==> src/rtl/core/quaternion_to_rotation_matrix_unit_assert.svh <==
// Assertion macros for the quaternion to rotation matrix unit.
`ifndef QUATERNION_TO_ROTATION_MATRIX_UNIT_ASSERT_SVH
`define QUATERNION_TO_ROTATION_MATRIX_UNIT_ASSERT_SVH

// Same-cycle implication.
`define QRM_ASSERT_IMP(lbl, ck, rn, ante, cons, msg) \
  lbl: assert property (@(posedge ck) disable iff (!rn) (ante) |-> (cons)) \
    else $error(msg);

// Next-cycle implication.
`define QRM_ASSERT_NXT(lbl, ck, rn, ante, cons, msg) \
  lbl: assert property (@(posedge ck) disable iff (!rn) (ante) |=> (cons)) \
    else $error(msg);

`endif

==> src/rtl/core/qrm_pkg.sv <==
`default_nettype none
package qrm_pkg;

  localparam int unsigned NUM_ENT     = 9;
  localparam int unsigned QUEUE_DEPTH = 4;
  localparam int unsigned QPTR_W      = 2;
  localparam int unsigned QCNT_W      = 3;

  localparam int unsigned ENT_M00 = 0;
  localparam int unsigned ENT_M01 = 1;
  localparam int unsigned ENT_M02 = 2;
  localparam int unsigned ENT_M10 = 3;
  localparam int unsigned ENT_M11 = 4;
  localparam int unsigned ENT_M12 = 5;
  localparam int unsigned ENT_M20 = 6;
  localparam int unsigned ENT_M21 = 7;
  localparam int unsigned ENT_M22 = 8;

  typedef struct packed {
    logic [QCNT_W-1:0] count;
    logic              empty;
    logic              full;
  } q_stat_t;

endpackage
`default_nettype wire

==> src/rtl/core/qrm_queue.sv <==
`default_nettype none
module qrm_queue #(
  parameter int ENT_W = 16
) (
  input  logic             clk,
  input  logic             rst_n,
  input  logic             push,
  input  logic [ENT_W-1:0] push_data,
  input  logic             pop,
  output logic [ENT_W-1:0] head_data,
  output qrm_pkg::q_stat_t stat
);
  import qrm_pkg::*;

  logic [ENT_W-1:0]  mem_r [QUEUE_DEPTH];
  logic [QPTR_W-1:0] wr_ptr_r, rd_ptr_r;
  logic [QCNT_W-1:0] count_r, count_nxt;

  always_ff @(posedge clk) begin
    if (push) begin
      mem_r[wr_ptr_r] <= push_data;
    end
  end

  always_comb begin
    count_nxt = count_r;
    if (push && !pop) begin
      count_nxt = count_r + 1'b1;
    end else if (pop && !push) begin
      count_nxt = count_r - 1'b1;
    end
  end

  always_ff @(posedge clk) begin
    if (!rst_n) begin
      wr_ptr_r <= '0;
      rd_ptr_r <= '0;
      count_r  <= '0;
    end else begin
      if (push) wr_ptr_r <= wr_ptr_r + 1'b1;
      if (pop)  rd_ptr_r <= rd_ptr_r + 1'b1;
      count_r <= count_nxt;
    end
  end

  assign head_data  = mem_r[rd_ptr_r];
  assign stat.count = count_r;
  assign stat.empty = (count_r == '0);
  assign stat.full  = (count_r == QCNT_W'(QUEUE_DEPTH));
endmodule
`default_nettype wire

==> config.mk <==
export PLATFORM = sky130hd
export DESIGN_NAME = qrm_queue
export DESIGN_NICKNAME = d
export VERILOG_FILES = /design/src/rtl/core/quaternion_to_rotation_matrix_unit_assert.svh /design/src/rtl/core/qrm_pkg.sv /design/src/rtl/core/qrm_queue.sv
export SDC_FILE = /design/constraint.sdc
export NUM_CORES = 1
export LEC_CHECK = 0
export ABC_CLOCK_PERIOD_IN_PS = 2400
export BUFFER_PORTS_ARGS = -buffer_cell sky130_fd_sc_hd__buf_2
export CORE_MARGIN = 5
export CORE_UTILIZATION = 45
export CTS_BUF_LIST = sky130_fd_sc_hd__clkbuf_4 sky130_fd_sc_hd__clkbuf_8
export DETAILED_ROUTE_END_ITERATION = 7
export PLACE_DENSITY_LB_ADDON = 0.05
export SYNTH_ARGS = -nofsm -noshare
export SYNTH_HDL_FRONTEND = slang
export SYNTH_SLANG_ARGS = --single-unit
export TNS_END_PERCENT = 1
==> constraint.sdc <==
create_clock -name clk -period 2.4 [get_ports clk]
set_input_delay 0.24 -clock clk [delete_from_list [all_inputs] [get_ports clk]]
set_output_delay 0.24 -clock clk [all_outputs]
set_load 0.005 [all_outputs]
Yosys cells after proc, flatten, opt, wreduce, memory -nomap -nowiden. Memories as Yosys holds them, arrays and structs flattened. A register that Yosys moved wholly into a read port is not among the register bits. Index checks and enable logic that the tools add are counted.

Register bits: 7. Latch bits: 0. RAM bits: 64. Memory bits (read-only): 0. Input bits: 20. Output and inout bits: 21. Word-level logic and storage cells: 21. Memories: 1.

Add/sub/neg operators: 4. $mul: 0. Div/mod/pow operators: 0. $lt $le $gt $ge: 0. Equal/unequal tests: 1. Shift-type cells: 0. Muxes and demuxes: 6. Bitwise gates (word level): 0. Reduce and logical (&&, ||, !) cells: 6.

Memory list: mem_r (words 4, width 16, rd ports 1, clocked after Yosys merged registers in 1, wr ports 1, RTL line qrm_queue.sv:15) `logic [ENT_W-1:0] mem_r [QUEUE_DEPTH];`.

Operator list (count): $mux W3 (2); $add A2 B1 Y2 const B (2); $mux W2 (2); $add A3 B1 Y3 const B (1); $eq A3 B3 Y1 const B (1); $logic_not A3 Y1 (1); $sub A3 B1 Y3 const B (1); $logic_and A1 B1 Y1 (2); $logic_not A1 Y1 (2); $mux W1 (2); $reduce_bool A2 Y1 (1).

Logic depth before layout (Yosys ltp). Gate-level depths: netlist of the first run.

Depth after elaboration: 4. Depth in mapped cells: 7. Mapped depth without buffers: 7.

Worst setup path before layout of the first run. OpenSTA, ideal clock, no wires.

Path kind: input-to-reg. Start point: in pop. End point: reg count_r[2]. Setup time: 76 ps. Arrival time: 1422 ps. Required time: 2324 ps. Slack: 902 ps. Cell stages on the path: 7. Path buffers: 0. Cells stage by stage: inv_1 -> ha_1 -> inv_1 -> fa_1 -> xor2_1 -> or3_1 -> a21boi_0.

Word-level cells in the longest chain between the ends: 3. Elaborated cells between the ends (all ways): 5. Classes of those cells: mux: 1; reduce/logical: 4.

RTL lines: start: declaration (RTL line qrm_queue.sv:9) `input logic pop,`; $logic_not A1 Y1 (RTL line qrm_queue.sv:27) `if (push && !pop) begin`; $logic_and A1 B1 Y1 (RTL line qrm_queue.sv:27); $mux W3 / $reduce_bool A2 Y1 (equally long branches); end signal: assignment (RTL line qrm_queue.sv:42) `count_r <= count_nxt;`; end: declaration (RTL line qrm_queue.sv:17) `logic [QCNT_W-1:0] count_r, count_nxt;`.

Several ways; a longest one is shown, not always the timed one. A chain may end at the register's enable or synchronous reset.

==> results of run 1 <==
[kinds of logic (layout without fill, tap and decap cells)]
| kind of cell | after synthesis | after routing |
|---|---|---|
| flops | 73 | 73 |
| mux | 18 | 18 |
| simple gates | 15 | 15 |
| buf+inv | 8 | 64 |
| fa+ha+maj | 6 | 6 |
| xor+xnor | 5 | 5 |
| compound gates | 2 | 2 |
[path summary, 6_finish.rpt]
path                             endpoint                startpoint
setup / recovery            head_data[13]                  register
hold / removal      mem_r[3][8]$_DFFE_PP_              push_data[8]
setup reg to reg    mem_r[2][5]$_DFFE_PP_  wr_ptr_r[0]$_SDFFE_PN0P_
hold reg to reg   count_r[2]$_SDFFE_PN0P_   count_r[2]$_SDFFE_PN0P_
[routing by layer]
layer	routed length, um	part of all wire, %	up-vias
met5	20	0.43	-
met4	104	2.2	2
met3	241	5.2	12
met2	2290	49	30
met1	1980	43	679
li1	-	-	605
[worst reg2reg max path: cells and delay by family (launching register included)]
| kind | cells | cell delay, ns |
|---|---|---|
| buf+inv | 1 | 0.09 |
| simple gates | 1 | 0.70 |
| fa+ha+maj | 1 | 0.14 |
| flops | 1 | 0.35 |
[synth_stat cells, drive strengths merged]
cell,n
nor2b,2
nand2,1
xor2,3
nor3b,1
mux2i,2
buf,4
or3,1
and2,9
mux4,16
edfxtp,64
xnor2,2
fa,1
o21ai,1
inv,4
a21boi,1
ha,5
dfxtp,9
nor3,1
[power by group through the flow]
stage	Combinational, W	Clock (W)	Sequential, W
after floorplan	0.000173	0	0.00150
after global placement	0.000277	0	0.00151
after CTS	0.000289	0.00105	0.00149
final	0.000280	0.00103	0.00149
after detailed placement	0.000287	0	0.00152
after global routing	0.000311	0.00112	0.00150
[flip-flops by register name, indices dropped and copies added (netlist names), named ones only]
| register | flops |
|---|---|
| wr_ptr_r | 2 |
| count_r | 3 |
| rd_ptr_r | 2 |
| mem_r | 64 |
[cell type report]
type	count	share of cell area [%]
sequential	73	63.6
multi-input combinational	46	19.2
timing repair buffer	44	7.34
clock buffer	11	4.20
tap	75	2.84
clock inverter	5	2.42
inverter	4	0.454
[stage by stage]
stage	setup WS [ns]	utilization, %	cells	area, sq um
floorplan	0.902	-	127	2790
global placement	0.700	51.5	242	3090
detailed placement	0.642	51.5	242	3090
CTS	0.315	55.2	258	3310
global route	0.259	55.2	258	3310
finish	0.372	55.2	258	3310
==> key figures, run 1 <==
Place
  • GPL Wtd Cong: roughly 0.75
  • DP HPWL: between 2 and 3 mm
  • IO Port Bufs: 40

Setup path
  • Critical Path Source Type: register
  • Crit path DAT: 1.79 ns
  • CP bufs+invs: 2
  • Levels on crit path: 3
  • R2R Setup Slk: 0.75 ns
  • WP data required: about 2.2 ns
  • FF-to-FF path depth: 3
  • Crit-path slowest cell: dfxtp_1
  • Worst-path fanout max: 11
  • Crit-path leading delay family: flip-flops
  • CP Cell Sequence: buf_12, mux4_1, buf_2
  • Largest stage delay on the critical path: 0.55 ns
  • CP Capture Type: output port
  • Critical path type: reg -> out

Cells and area
  • Fraction of layout cells with a size suffix above 1: 38.3%
  • Multi-input gate area: ~630 sq um
  • Commonest non-fill, non-tap cells in the layout: edfxtp_1, buf_2, mux4_2
  • Fill cell count: roughly 440
  • Most common cell after layout, fill and taps aside: edfxtp_1
  • Nets: just over 200
  • Area Overhead vs Synth: 18.4%
  • FF/Latch Area: 0.00210 sq mm
  • N_diodes: 0

Global route
  • Gr busiest metal: met2
  • Gr usage total: between 10% and 20%
  • GRT met2 Usage: 19.8%
  • First-pass GRT wire length: 7.22 mm
  • Largest net degree at the start of global routing: 17
  • Met1 Usage GRT: 15.9%
  • Initial antenna violation count: 1
  • GR Overflow Total: 0
  • GR Util met3: about 4.7%
  • Vias in the first global route: roughly 1.4k

Timing
  • Pins over their slew limit: 0
  • Slew @ Worst Pin: 0.877 ns
  • Worst hold slack: between 0.1 and 0.15 ns
  • Post-layout min period: 2.03 ns
  • Rel. slew slack: 41.5%
  • Final Hold Vio Count: 0
  • Setup Viol. Count Final: 0
  • Fin Setup TNS: 0 ns
  • Post-route clock skew: 0.00754 ns
  • Ratio of final minimum period to clock period: 84.5%
  • RSZ-0062 raised after global routing: false
  • Fmax achieved: about 0.49 GHz

Power
  • Leakage: 1.19 nW
  • Internal power: 0.00221 W
  • Switching power share of the total: 21.1%
  • Power Density: ~850 mW/mm^2
  • Combinational Power Share: between 10% and 20%
  • Total power draw: between 0.002 and 0.003 W
  • Maximum VDD drop: 396 uV
  • Share of power burned in registers: 53.2%
  • Clk pwr share: 36.8%
  • Sw Pwr: about 0.00059 W

Die
  • Die area: 0.00788 sq mm
  • I/O pin count: 41
  • Row cnt: 28
  • Initial core utilization: 46.6%
  • Die height: 88.8 um
  • Core ar.: 0.00599 sq mm
  • Die width: between 80 and 90 um

Synthesis
  • Synth top area cells: edfxtp_1, mux4_2, dfxtp_1
  • Main combinational cell family by area after synthesis: multiplexers
  • Sequential share of the synthesized area: about three quarters
  • Avg Cell Area, Syn: around 22 sq um
  • Gate Count Post-Synth: 127
  • Ys Warns: 0
  • Post-synth cell types: 21
  • Xor/xnor share of the synthesized area: 1.57%
  • Register bit total from synthesis: 73
  • Area of the mapped netlist: approximately 0.0028 sq mm
  • Post-Synth Adder-Cell Area: 2.96%
  • Post-synthesis mux area share: 14.4%
  • Compound-Gate Fraction of Synth Area: 0.448%
  • Yosys top cell area share: 68.8%
  • Net Count, Synth: about 150
  • Synth Area in Simple Gates: 3.27%
  • Leading area contributor after synthesis: edfxtp_1

CTS
  • CTS sink cnt: 73
  • H-tree depth: 3
  • Clock Tree Root: clkbuf_8
  • Clk slew on worst S/H paths: ~0.08 ns
  • Bufs on Longest Clock Path: 2
  • Post-CTS Setup Inserts: 0
  • Worst-Skew Late Latency: 0.34 ns
  • CTS tree: built
  • CTS hold repair buffers: 0
  • Resize count post-CTS: 0
  • CTS Buf Count: 9

Detailed routing
  • DR DRC count: 0
  • Post-route ant nets: 0
  • Vias per inst: 5.15
  • WL final: between 4 and 5 mm
  • 1st-pass router iterations: 4
  • Wire per inst: 18.0 um
  • Initial DRC count: 66
  • Vias: 1,328

Worst hold path
  • Hold path depth: 1
  • Worst hold path class: in -> reg

Run
  • Max cap viols: 0

Status
  • Run status: complete, no violations
Note: power is estimated with default switching activity, not from simulation.
==> run 2: changes to the inputs <==
--- a/config.mk
+++ b/config.mk
@@ -5,7 +5,7 @@
 export SDC_FILE = /design/constraint.sdc
 export NUM_CORES = 1
 export LEC_CHECK = 0
-export ABC_CLOCK_PERIOD_IN_PS = 2400
+export ABC_CLOCK_PERIOD_IN_PS = 2000
 export BUFFER_PORTS_ARGS = -buffer_cell sky130_fd_sc_hd__buf_2
 export CORE_MARGIN = 5
 export CORE_UTILIZATION = 45
==> constraint.sdc (replaced) <==
create_clock -name clk -period 2 [get_ports clk]
set_input_delay 0.2 -clock clk [delete_from_list [all_inputs] [get_ports clk]]
set_output_delay 0.2 -clock clk [all_outputs]
set_load 0.005 [all_outputs]
==> key figures, run 2 (synthesis results as in run 1) <==
Global route
  • First-pass GRT wire length: 7.45 mm
  • Initial antenna violation count: 0
  • Largest net degree at the start of global routing: 17
  • GR Overflow Total: 0
  • Vias in the first global route: 1,453
  • Gr usage total: 13.6%

Setup path
  • R2R Setup Slk: 0.35 ns
  • CP Capture Type: output port
  • Reg-to-reg startpoint: wr_ptr_r[0]$_SDFFE_PN0P_
  • Crit-path slowest cell: mux4_1
  • Crit path DAT: 1.69 ns
  • Critical path type: reg -> out
  • CP Cell Sequence: buf_4, mux4_1, buf_2
  • Largest stage delay on the critical path: 0.61 ns
  • Critical Path Source Type: register
  • Worst-path fanout max: 12
  • RR Endpoint: mem_r[0][10]$_DFFE_PP_
  • WP data required: 1.80 ns
  • FF-to-FF path depth: 3

Die
  • Row cnt: 28
  • Initial core utilization: 46.6%
  • I/O pin count: 41
  • Die area: approximately 0.0079 sq mm
  • Die height: 88.8 um
  • Die width: 88.8 um
  • Core ar.: 0.00599 sq mm

Timing
  • Pins over their slew limit: 0
  • Fin Setup TNS: 0 ns
  • Ratio of final minimum period to clock period: 94.4%
  • Fmax achieved: 0.530 GHz
  • RSZ-0062 raised after global routing: false
  • Setup Viol. Count Final: 0
  • Rel. slew slack: 44.1%
  • Slew @ Worst Pin: 0.839 ns
  • Post-route clock skew: ~0.0056 ns
  • Final Hold Vio Count: 0
  • Post-layout min period: around 1.9 ns
  • Setup ws final: ~0.11 ns

Cells and area
  • Biggest register: mem_r
  • FF/Latch Area: 0.00210 sq mm
  • Area Overhead vs Synth: 16.8%
  • Multi-input gate area: 633 sq um
  • N_diodes: 0
  • Max reg flops: 64
  • Fill cell count: around 480
  • Most common cell after layout, fill and taps aside: edfxtp_1
  • Fraction of layout cells with a size suffix above 1: 38.0%
  • Top Registers: mem_r x64, count_r x3
  • Commonest non-fill, non-tap cells in the layout: edfxtp_1, buf_2, mux4_2
  • Nets: 205

Power
  • Share of power burned in registers: between 50% and 60%
  • Sw Pwr: 0.000720 W
  • Combinational Power Share: 11.0%
  • Power Density: 951 mW/mm^2
  • Internal power: 0.00238 W
  • Clk pwr share: 31.5%
  • Maximum VDD drop: between 400 and 500 uV
  • Switching power share of the total: 23.2%
  • Leakage: 1.18 nW

Place
  • Post-placement setup slack: 0.305 ns
  • IO Port Bufs: 40
  • DP HPWL: between 3 and 4 mm
  • GPL Wtd Cong: 0.743

CTS
  • Bufs on Longest Clock Path: 2
  • Resize count post-CTS: 0
  • Post-CTS Setup Inserts: 0
  • Clk slew on worst S/H paths: 0.08 ns
  • CTS sink cnt: 73
  • CTS tree: built
  • CTS hold repair buffers: 0
  • Clock Tree Root: clkbuf_8
  • H-tree depth: 3
  • CTS Buf Count: 9
  • Worst-Skew Late Latency: between 0.3 and 0.4 ns

Detailed routing
  • Vias: 1,339
  • Post-route ant nets: 0
  • WL final: between 4 and 5 mm
  • Wire per inst: 18.0 um
  • Initial DRC count: 99
  • 1st-pass router iterations: 4
  • Vias per inst: between 5 and 6
  • DR DRC count: 0

Run
  • Max cap viols: 0

Worst hold path
  • Hold path endpoint: mem_r[1][6]$_DFFE_PP_
  • Hold path depth: 1
  • Critical hold path startpoint: push_data[6]
  • Worst hold path class: in -> reg

Status
  • Run status: complete, no violations
-- run 2: final cells by class --
class / instances / area share [%]
well taps: 75 / 2.88
clock buffers: 10 / 4.03
repair buffers: 45 / 7.67
clock inverters: 6 / 1.07
inverters: 4 / 0.460
multi-input cells: 46 / 19.4
flip-flops and latches: 73 / 64.5
-- run 2: power groups by stage --
stage | registers [W] | clock network, W | logic (W)
3_5_place_dp | 0.00182 | 0 | 0.000350
2_1_floorplan | 0.00180 | 0 | 0.000208
4_1_cts | 0.00178 | 0.00101 | 0.000353
3_3_place_gp | 0.00181 | 0 | 0.000341
5_1_grt | 0.00179 | 0.00109 | 0.000380
6_report | 0.00178 | 0.000978 | 0.000340
-- run 2: worst max-delay path, delay by kind of cell (launching register included) --
kind / cells / cell delay [ns]
mux: 1 / 0.61
buf+inv: 2 / 0.41
flops: 1 / 0.33
-- run 2: metrics by stage --
step / util [%] / total power, W / hold slack (ns) / instances / cell area (sq um)
CTS: 54.4 / 0.00315 / 0.0496 / 259 / 3260
detailed placement: 51.7 / 0.00217 / 0.417 / 243 / 3090
floorplan: - / 0.00201 / 0.299 / 127 / 2790
global route: 54.4 / 0.00326 / 0.0625 / 259 / 3260
finish: 54.4 / 0.00310 / 0.0755 / 259 / 3260
global placement: 51.7 / 0.00215 / 0.412 / 243 / 3090
-- run 2: worst max-delay path by stage --
stage,slack (ns),endpoint,cells past startpoint,from
floorplan,0.54,count_r[2]$_SDFFE_PN0P_,7,pop
global placement,0.38,count_r[2]$_SDFFE_PN0P_,8,pop
detailed placement,0.30,count_r[2]$_SDFFE_PN0P_,7,push
CTS,0.06,head_data[13],3,register
global route,0.01,head_data[13],3,register
finish,0.11,head_data[13],3,register
-- run 2: per-layer routing --
metal	wire length [um]	up-vias	global-route usage, %
met1	1970	685	16.9
met2	2350	29	21.1
met5	0	-	0
met4	123	0	8.24
li1	-	613	-
met3	229	12	3.72
